$ cat src/sv/mi4_pkg.sv
// Package with shared widths for the 4x4 matrix inverse unit.
package mi4_pkg;
  localparam int ELEM_BITS_DEF = 12;
  localparam int FRAC_BITS_DEF = 8;
  localparam int OUT_BITS = 32;
  localparam int QUO_BITS = 34;
endpackage

$ cat src/sv/mi4_divider.sv
// Restoring divider that forms one quotient bit per cycle.
module mi4_divider import mi4_pkg::*; #(
  parameter int NUM_BITS = 64,
  parameter int DEN_BITS = 56
) (
  input  logic                clk,
  input  logic                rst_n,
  input  logic                go,
  input  logic [NUM_BITS-1:0] num,
  input  logic [DEN_BITS-1:0] den,
  output logic                done,
  output logic [NUM_BITS-1:0] quo
);
  localparam int CW = $clog2(NUM_BITS + 1);
  logic [NUM_BITS-1:0] q_r, q_nxt;
  logic [DEN_BITS:0]   rem_r, rem_nxt;
  logic [DEN_BITS-1:0] den_r, den_nxt;
  logic [CW-1:0]       cnt_r, cnt_nxt;
  logic                act_r, act_nxt, done_r, done_nxt;
  logic [DEN_BITS:0]   trial;

  always_comb begin
    q_nxt = q_r; rem_nxt = rem_r; den_nxt = den_r; cnt_nxt = cnt_r;
    act_nxt = act_r; done_nxt = 1'b0;
    trial = {rem_r[DEN_BITS-1:0], q_r[NUM_BITS-1]};
    if (go) begin
      q_nxt = num; rem_nxt = '0; den_nxt = den;
      cnt_nxt = CW'(NUM_BITS); act_nxt = 1'b1;
    end else if (act_r) begin
      if (trial >= {1'b0, den_r}) begin
        rem_nxt = trial - {1'b0, den_r};
        q_nxt = {q_r[NUM_BITS-2:0], 1'b1};
      end else begin
        rem_nxt = trial;
        q_nxt = {q_r[NUM_BITS-2:0], 1'b0};
      end
      cnt_nxt = cnt_r - 1'b1;
      if (cnt_r == CW'(1)) begin
        act_nxt = 1'b0; done_nxt = 1'b1;
      end
    end
  end

  always_ff @(posedge clk) begin
    if (!rst_n) begin
      act_r <= 1'b0; done_r <= 1'b0; cnt_r <= '0;
    end else begin
      act_r <= act_nxt; done_r <= done_nxt; cnt_r <= cnt_nxt;
    end
    q_r <= q_nxt; rem_r <= rem_nxt; den_r <= den_nxt;
  end

  assign done = done_r;
  assign quo  = q_r;

  a_done_after_act: assert property (@(posedge clk) disable iff (!rst_n)
    done_r |-> $past(act_r)) else $error("done without active divide");
  a_no_go_busy: assert property (@(posedge clk) disable iff (!rst_n)
    act_r && !done_r |-> cnt_r != '0) else $error("divider count underflow");
endmodule

$ cat src/sv/matrix_inverse_4x4_unit.sv
// Top level of the 4x4 matrix inverse unit: element load, cofactor sequencer and output.
// Loading takes one item per cycle with start high while busy is low; the sixteenth item starts a run.
// A run forms 16 cofactors in the sequencer, sums the determinant from four
// products, then makes 16 divides on the shared divider; a singular matrix skips
// the divides. One result strobes per divide, or per element of a singular matrix;
// the receiver cannot stall. Synchronous active-low reset clears the load count
// and sequencer; stores hold garbage until written.
module matrix_inverse_4x4_unit import mi4_pkg::*; #(
  parameter int ELEM_BITS = ELEM_BITS_DEF,
  parameter int FRAC_BITS = FRAC_BITS_DEF
) (
  input  logic               clk,
  input  logic               rst_n,
  input  logic               start,
  output logic               busy,
  input  logic signed [11:0] in_elem_value,
  output logic               out_valid,
  output logic signed [31:0] out_inv_value,
  output logic               out_singular,
  output logic               out_last_of_run
);
  // Widths of the products: a cofactor is a sum of six triple products,
  // the determinant a sum of four products of element and cofactor.
  localparam int COF_BITS = 3 * ELEM_BITS + 4;
  localparam int DET_BITS = 4 * ELEM_BITS + 6;
  localparam int SH       = FRAC_BITS + 16;
  localparam int NUM_BITS = COF_BITS + SH;

  localparam logic [2:0] S_LOAD = 3'd0;
  localparam logic [2:0] S_COF  = 3'd1;
  localparam logic [2:0] S_DET  = 3'd2;
  localparam logic [2:0] S_DIV  = 3'd3;
  localparam logic [2:0] S_WAIT = 3'd4;

  logic [2:0] st_r, st_nxt;
  logic [3:0] ld_r, ld_nxt;
  logic [3:0] k_r, k_nxt;     // cofactor or result index
  logic [4:0] t_r, t_nxt;     // term step within one cofactor
  logic signed [ELEM_BITS-1:0] mat_r [16];
  logic signed [COF_BITS-1:0]  cof_r [16];
  logic signed [COF_BITS-1:0]  acc_r, acc_nxt;
  logic signed [DET_BITS-1:0]  det_r, det_nxt;
  logic signed [2*ELEM_BITS-1:0] pp_r;  // registered partial product

  // Each of the six permutation terms of a 3x3 determinant takes two steps:
  // form a*b into pp_r, then accumulate pp_r*c with its sign.
  logic [1:0] rows [3];
  logic [1:0] cols [3];
  logic [1:0] ci, cj;
  logic [2:0] term;
  logic       phase;
  logic [1:0] p0, p1, p2;
  logic       tneg;
  logic signed [ELEM_BITS-1:0] ea, eb, ec;
  logic signed [3*ELEM_BITS-1:0] trip;

  assign ci = k_r[3:2];
  assign cj = k_r[1:0];
  assign term  = t_r[3:1];
  assign phase = t_r[0];

  always_comb begin
    for (int n = 0; n < 3; n++) begin
      rows[n] = (2'(n) >= ci) ? 2'(n + 1) : 2'(n);
      cols[n] = (2'(n) >= cj) ? 2'(n + 1) : 2'(n);
    end
    case (term)
      3'd0: begin p0 = 2'd0; p1 = 2'd1; p2 = 2'd2; tneg = 1'b0; end
      3'd1: begin p0 = 2'd1; p1 = 2'd2; p2 = 2'd0; tneg = 1'b0; end
      3'd2: begin p0 = 2'd2; p1 = 2'd0; p2 = 2'd1; tneg = 1'b0; end
      3'd3: begin p0 = 2'd0; p1 = 2'd2; p2 = 2'd1; tneg = 1'b1; end
      3'd4: begin p0 = 2'd1; p1 = 2'd0; p2 = 2'd2; tneg = 1'b1; end
      3'd5: begin p0 = 2'd2; p1 = 2'd1; p2 = 2'd0; tneg = 1'b1; end
      default: begin p0 = 2'd0; p1 = 2'd1; p2 = 2'd2; tneg = 1'b0; end
    endcase
    if (ci[0] ^ cj[0]) tneg = ~tneg;
    ea = mat_r[{rows[0], cols[p0]}];
    eb = mat_r[{rows[1], cols[p1]}];
    ec = mat_r[{rows[2], cols[p2]}];
    trip = pp_r * ec;
  end

  // Determinant term: first-row element times its cofactor, at full width.
  logic signed [DET_BITS-1:0] dprod;

  assign dprod = mat_r[{2'd0, k_r[1:0]}] * cof_r[{2'd0, k_r[1:0]}];

  // Divider operands for result k: transposed cofactor over determinant.
  logic signed [COF_BITS-1:0] dcof;
  logic [COF_BITS-1:0] dmag;
  logic [DET_BITS-1:0] detmag;
  logic neg_r, dgo, ddone, sing;
  logic [NUM_BITS-1:0] quo;
  logic signed [31:0] res;

  assign dcof   = cof_r[{k_r[1:0], k_r[3:2]}];
  assign dmag   = dcof[COF_BITS-1] ? COF_BITS'(-dcof) : COF_BITS'(dcof);
  assign detmag = det_r[DET_BITS-1] ? DET_BITS'(-det_r) : DET_BITS'(det_r);
  assign sing   = (det_r == '0);
  assign dgo    = (st_r == S_DIV) && !sing;

  mi4_divider #(.NUM_BITS(NUM_BITS), .DEN_BITS(DET_BITS)) u_div (
    .clk(clk), .rst_n(rst_n), .go(dgo),
    .num({dmag, SH'(0)}), .den(detmag), .done(ddone), .quo(quo)
  );

  always_comb begin
    if (neg_r) begin
      if (quo > NUM_BITS'(33'h80000000)) res = 32'sh80000000;
      else res = 32'(-quo);
    end else begin
      if (quo > NUM_BITS'(32'h7FFFFFFF)) res = 32'sh7FFFFFFF;
      else res = 32'(quo);
    end
  end

  always_comb begin
    st_nxt = st_r; ld_nxt = ld_r; k_nxt = k_r; t_nxt = t_r;
    acc_nxt = acc_r; det_nxt = det_r;
    case (st_r)
      S_LOAD: begin
        if (start) begin
          ld_nxt = ld_r + 1'b1;
          if (ld_r == 4'd15) begin
            st_nxt = S_COF; k_nxt = '0; t_nxt = '0; acc_nxt = '0;
          end
        end
      end
      S_COF: begin
        if (phase) acc_nxt = tneg ? acc_r - COF_BITS'(trip) : acc_r + COF_BITS'(trip);
        t_nxt = t_r + 1'b1;
        if (t_r == 5'd11) begin
          t_nxt = '0; acc_nxt = '0; k_nxt = k_r + 1'b1;
          if (k_r == 4'd15) begin
            st_nxt = S_DET; k_nxt = '0; det_nxt = '0;
          end
        end
      end
      S_DET: begin
        det_nxt = det_r + dprod;
        k_nxt = k_r + 1'b1;
        if (k_r == 4'd3) begin
          st_nxt = S_DIV; k_nxt = '0;
        end
      end
      S_DIV: begin
        if (sing) begin
          k_nxt = k_r + 1'b1;
          if (k_r == 4'd15) st_nxt = S_LOAD;
        end else st_nxt = S_WAIT;
      end
      S_WAIT: begin
        if (ddone) begin
          k_nxt = k_r + 1'b1;
          st_nxt = (k_r == 4'd15) ? S_LOAD : S_DIV;
        end
      end
      default: st_nxt = S_LOAD;
    endcase
  end

  always_ff @(posedge clk) begin
    if (!rst_n) begin
      st_r <= S_LOAD; ld_r <= '0; k_r <= '0; t_r <= '0;
      out_valid <= 1'b0;
    end else begin
      st_r <= st_nxt; ld_r <= ld_nxt; k_r <= k_nxt; t_r <= t_nxt;
      out_valid <= (st_r == S_DIV && sing) || (st_r == S_WAIT && ddone);
    end
    acc_r <= acc_nxt;
    det_r <= det_nxt;
    if (st_r == S_LOAD && start) mat_r[ld_r] <= in_elem_value[ELEM_BITS-1:0];
    if (st_r == S_COF && !phase) pp_r <= ea * eb;
    if (st_r == S_COF && t_r == 5'd11)
      cof_r[k_r] <= tneg ? acc_r - COF_BITS'(trip) : acc_r + COF_BITS'(trip);
    if (dgo) neg_r <= dcof[COF_BITS-1] ^ det_r[DET_BITS-1];
    out_inv_value   <= (st_r == S_DIV && sing) ? 32'sd0 : res;
    out_singular    <= (st_r == S_DIV && sing);
    out_last_of_run <= (k_r == 4'd15);
  end

  assign busy = (st_r != S_LOAD);

  a_idle_no_out: assert property (@(posedge clk) disable iff (!rst_n)
    out_valid |-> $past(busy)) else $error("result while idle");
  a_last_ends: assert property (@(posedge clk) disable iff (!rst_n)
    out_valid && out_last_of_run |-> !busy) else $error("last result without return to load");
  a_run_start: assert property (@(posedge clk) disable iff (!rst_n)
    $rose(busy) |-> $past(ld_r) == 4'd15 && $past(start)) else $error("run began early");
endmodule

$ cat config.mk
export PLATFORM = sky130hd
export DESIGN_NAME = matrix_inverse_4x4_unit
export DESIGN_NICKNAME = d
export VERILOG_FILES = /design/src/sv/mi4_pkg.sv /design/src/sv/mi4_divider.sv /design/src/sv/matrix_inverse_4x4_unit.sv
export SDC_FILE = /design/constraint.sdc
export NUM_CORES = 2
export LEC_CHECK = 0
export ABC_AREA = 1
export BUFFER_PORTS_ARGS = -buffer_cell sky130_fd_sc_hd__buf_4
export CORE_MARGIN = 4
export CORE_UTILIZATION = 52
export CTS_CLUSTER_SIZE = 16
export DETAILED_ROUTE_END_ITERATION = 16
export HOLD_SLACK_MARGIN = 0.03
export PLACE_DENSITY = 0.71
export SKIP_LAST_GASP = 1
export SYNTH_ARGS = -nofsm -noshare
export SYNTH_HDL_FRONTEND = slang
export SYNTH_SLANG_ARGS = --single-unit
$ cat constraint.sdc
create_clock -name clk -period 12 [get_ports clk]
set_input_delay 1.2 -clock clk [delete_from_list [all_inputs] [get_ports clk]]
set_output_delay 1.2 -clock clk [all_outputs]
set_load 0.02 [all_outputs]
==> flow_summary_export.csv <==
group,metric,value,unit
outcome,status,"completed",
routing,drc_errors,0,
placement,dpl_worst_slack,0.751,ns
placement,gp_congestion,0.990,
sta,fmax,90.0,MHz
logic_synthesis,ys_ff_latch,1187,
routing,drt_wl_total,278000,microns
cells_and_area,post-route-util,56.5,%
cells_and_area,area_delta_synth_final,7.94,%
global_route,grtUsageTotal,29.8,%
sta,maxSlewViolCount,0,
setup_path,worst_ep_required_time,12.44,ns
clock_tree,numClockSinks,1187,
logic_synthesis,yosysWarningCount,0,
cells_and_area,nNetsFinal,12000,
setup_path,worstSetupEndpointType,"register",
sta,slew_headroom,12.4,%
sta,setup_ws,0.893,ns
logic_synthesis,synth_async_sr_flop_share,0,%
clock_tree,cts.clk_slew.worst_paths,0.06,ns
cells_and_area,layout_commonest_cell,"nand2_1",
routing,ant_nets,0,
setup_path,path_common_cell,"nand2_1",
run,max_cap_viol_count,0,
routing,avgRoutedWirePerCell,21.1,microns
routing,via_per_inst,5.68,
routing,drt_iter0_markers,7158,
worst_hold_path,hold_start,"u_div.rem_r[53]$_SDFFE_PP0P_",
sta,fin_crit,11.11,ns
clock_tree,cts_buffers,136,
sta,final.setup.tns,0,ns
floorplanning,die_h,432,microns
clock_tree,cts_max_level,4,
clock_tree,clk_path_buf_depth,3,
sta,rsz0062_at_grt,"no",
global_route,grt_max_degree,186,
worst_hold_path,holdPathStages,2,
logic_synthesis,synthesis.area,0.0936,sq mm
cells_and_area,fill_cells,15600,
global_route,grt_pass1_wl,429000,microns
floorplanning,row_count,155,
placement,port_buffers,50,
sta,worst_clock_skew,0.0405,ns
clock_tree,cts_tree,"yes",
logic_synthesis,synthCells,10800,
setup_path,rr_worst_depth,49,
worst_hold_path,hold-path-endpoint,"u_div.rem_r[53]$_SDFFE_PP0P_",
floorplanning,core_area,0.179,sq mm
placement,dp_hpwl,204000,microns
global_route,grt_pass1_vias,75500,
cells_and_area,drive_gt1_share,5.16,%
logic_synthesis,syn_nets,12000,
sta,tightest_slew,1.31,ns
logic_synthesis,synth_edf_count,1045,
setup_path,max_stage_delay,0.59,ns
floorplanning,initial_core_util,52.4,%
logic_synthesis,syn_area_per_cell,8.69,sq um
clock_tree,root_buffer,"clkbuf_16",
setup_path,reg2reg_slack,0.89,ns
setup_path,cp.arrival,11.55,ns
setup_path,slowest_stage,"fa_1",
clock_tree,postCtsHoldBufs,0,
cells_and_area,layout_common_cells,"2751 x nand2_1, 1719 x inv_1, 1073 x nor2_1",
setup_path,critPathKind,"register to register",
global_route,antenna_found_initial,6,
worst_hold_path,hold_class,"register to register",
setup_path,crit_path_max_fanout,27,
floorplanning,die_w,432,microns
routing,num_vias,74800,
sta,timing.final.crit_share,92.6,%
sta,setup_viol,0,
logic_synthesis,synth.distinct_cells,59,
clock_tree,insertion_delay,0.81,ns
logic_synthesis,ys.flop_type,"edfxtp_1",
setup_path,r2r-start,"k_r[0]$_SDFFE_PN0P_",
setup_path,reg2reg_to,"cof_r[12][39]$_DFFE_PP_",
setup_path,startpoint_type,"register",
global_route,grt.overflow.total,0,
sta,final-hold-violation-count,0,
routing,first_pass_iters,8,
logic_synthesis,yosysSeqAreaShare,36.6,%
floorplanning,die_area,0.187,sq mm
floorplanning,num_io_pins,51,
critical path: cells and delay by family, from the launching register on:
| kind | cells | cell delay [ns] |
|---|---|---|
| XOR/XNOR | 1 | 0.21 |
| buffers and inverters | 12 | 1.65 |
| adder cells (fa/ha/maj) | 8 | 3.69 |
| flip-flops | 1 | 0.44 |
| AND/OR/NAND/NOR | 26 | 4.31 |
| AO/OA/AOI/OAI | 2 | 0.43 |
worst max-delay path by stage:
stage	startpoint	end	slack, ns	cells after the start
after floorplan	k_r[1]$_SDFFE_PN0P_	acc_r[32]$_SDFFCE_PP0P_	3.09	48
after global placement	k_r[1]$_SDFFE_PN0P_	cof_r[10][39]$_DFFE_PP_	0.84	48
after detailed placement	k_r[1]$_SDFFE_PN0P_	cof_r[8][39]$_DFFE_PP_	0.75	48
after CTS	k_r[1]$_SDFFE_PN0P_	cof_r[12][39]$_DFFE_PP_	0.73	48
after global routing	k_r[1]$_SDFFE_PN0P_	cof_r[12][39]$_DFFE_PP_	0.10	51
final	k_r[0]$_SDFFE_PN0P_	cof_r[12][39]$_DFFE_PP_	0.89	49
per-stage QoR:
| step | area, sq um | hold slack (ns) | cells |
|---|---|---|---|
| 3_5_place_dp | 96400 | 0.457 | 12900 |
| 5_1_grt | 101000 | 0.489 | 13200 |
| 6_report | 101000 | 0.470 | 13200 |
| 3_3_place_gp | 96400 | 0.455 | 12900 |
| 4_1_cts | 101000 | 0.470 | 13200 |
| 2_1_floorplan | 93600 | 0.439 | 10800 |
what timing repair did:
action	4_1_cts	5_1_grt
endpoints found under the setup margin	0	34
setup buffers	0	3
resized for setup	0	7
cells by family (layout without fill, tap and decap cells):
group                      count (synthesis)  count (layout)  share of synthesized area, %
and+or+nand+nor                         4643            4643                          20.1
buffers and inverters                   2157            2200                          9.09
AOI/OAI and AO/OA                       1304            1304                          8.42
adders and majority gates               1237            1237                          23.6
DFF                                     1187            1187                          36.6
xor gates and xnor gates                 244             244                          2.28
other                                      0               2                             0
routing by layer:
layer	vias up	wire (microns)	track usage, %
met5	-	0	0
met4	0	12300	12.1
met3	648	23600	5.08
met2	3320	132000	49.4
met1	36500	110000	39.0
li1	34300	-	-
synth_stat cells (all sizes together) (2+ instances only):
cell,count,area [sq um]
or2,14,87.6
edfxtp,1045,31400
nand2,2760,10400
and3,9,56.3
nor3b,4,30.0
nor4,33,206
xor2,156,1370
a32o,56,561
or3b,2,17.5
o2111ai,3,26.3
a221oi,7,61.3
dfxtp,142,2840
nor3,77,400
clkbuf,142,533
o31ai,5,42.5
inv,1763,6620
and2,10,62.6
a211o,2,17.5
nand3,529,2660
nor2,1111,4230
o22ai,35,219
xnor2,88,771
a22oi,2,15.0
buf,246,1340
a211oi,9,67.6
a21o,22,165
o211ai,83,623
a32oi,51,702
nand3b,29,218
o21ai,482,2440
clkinv,6,22.5
a31oi,23,144
a21boi,5,37.5
ha,359,4490
fa,878,17600
nand4,65,413
o21a,27,203
o21bai,22,165
o221ai,6,52.6
a21oi,462,2310
sequential cells by signal, indices dropped and copies added (netlist names), 5 cells and up, named ones only:
signal / count
cof_r: 640
out_inv_value: 32
u_div.den_r: 54
pp_r: 24
u_div.quo: 64
det_r: 54
u_div.rem_r: 54
mat_r: 192
t_r: 5
acc_r: 40
u_div.cnt_r: 7
cell type report:
class | instances | area, sq um | area share [%]
Inverter | 1769 | 6680 | 6.61
Timing Repair Buffer | 187 | 1470 | 1.45
Sequential cell | 1187 | 34200 | 33.9
Clock buffer | 170 | 3660 | 3.62
Antenna cell | 2 | 5.00 | 0.00496
Tap cell | 2355 | 2950 | 2.92
Clock inverter | 74 | 910 | 0.901
Multi-Input combinational cell | 7428 | 51100 | 50.6
Power is left out: the tool's default activity adds up to more than one toggle a clock period on the data nets, which glitch-free logic cannot reach.
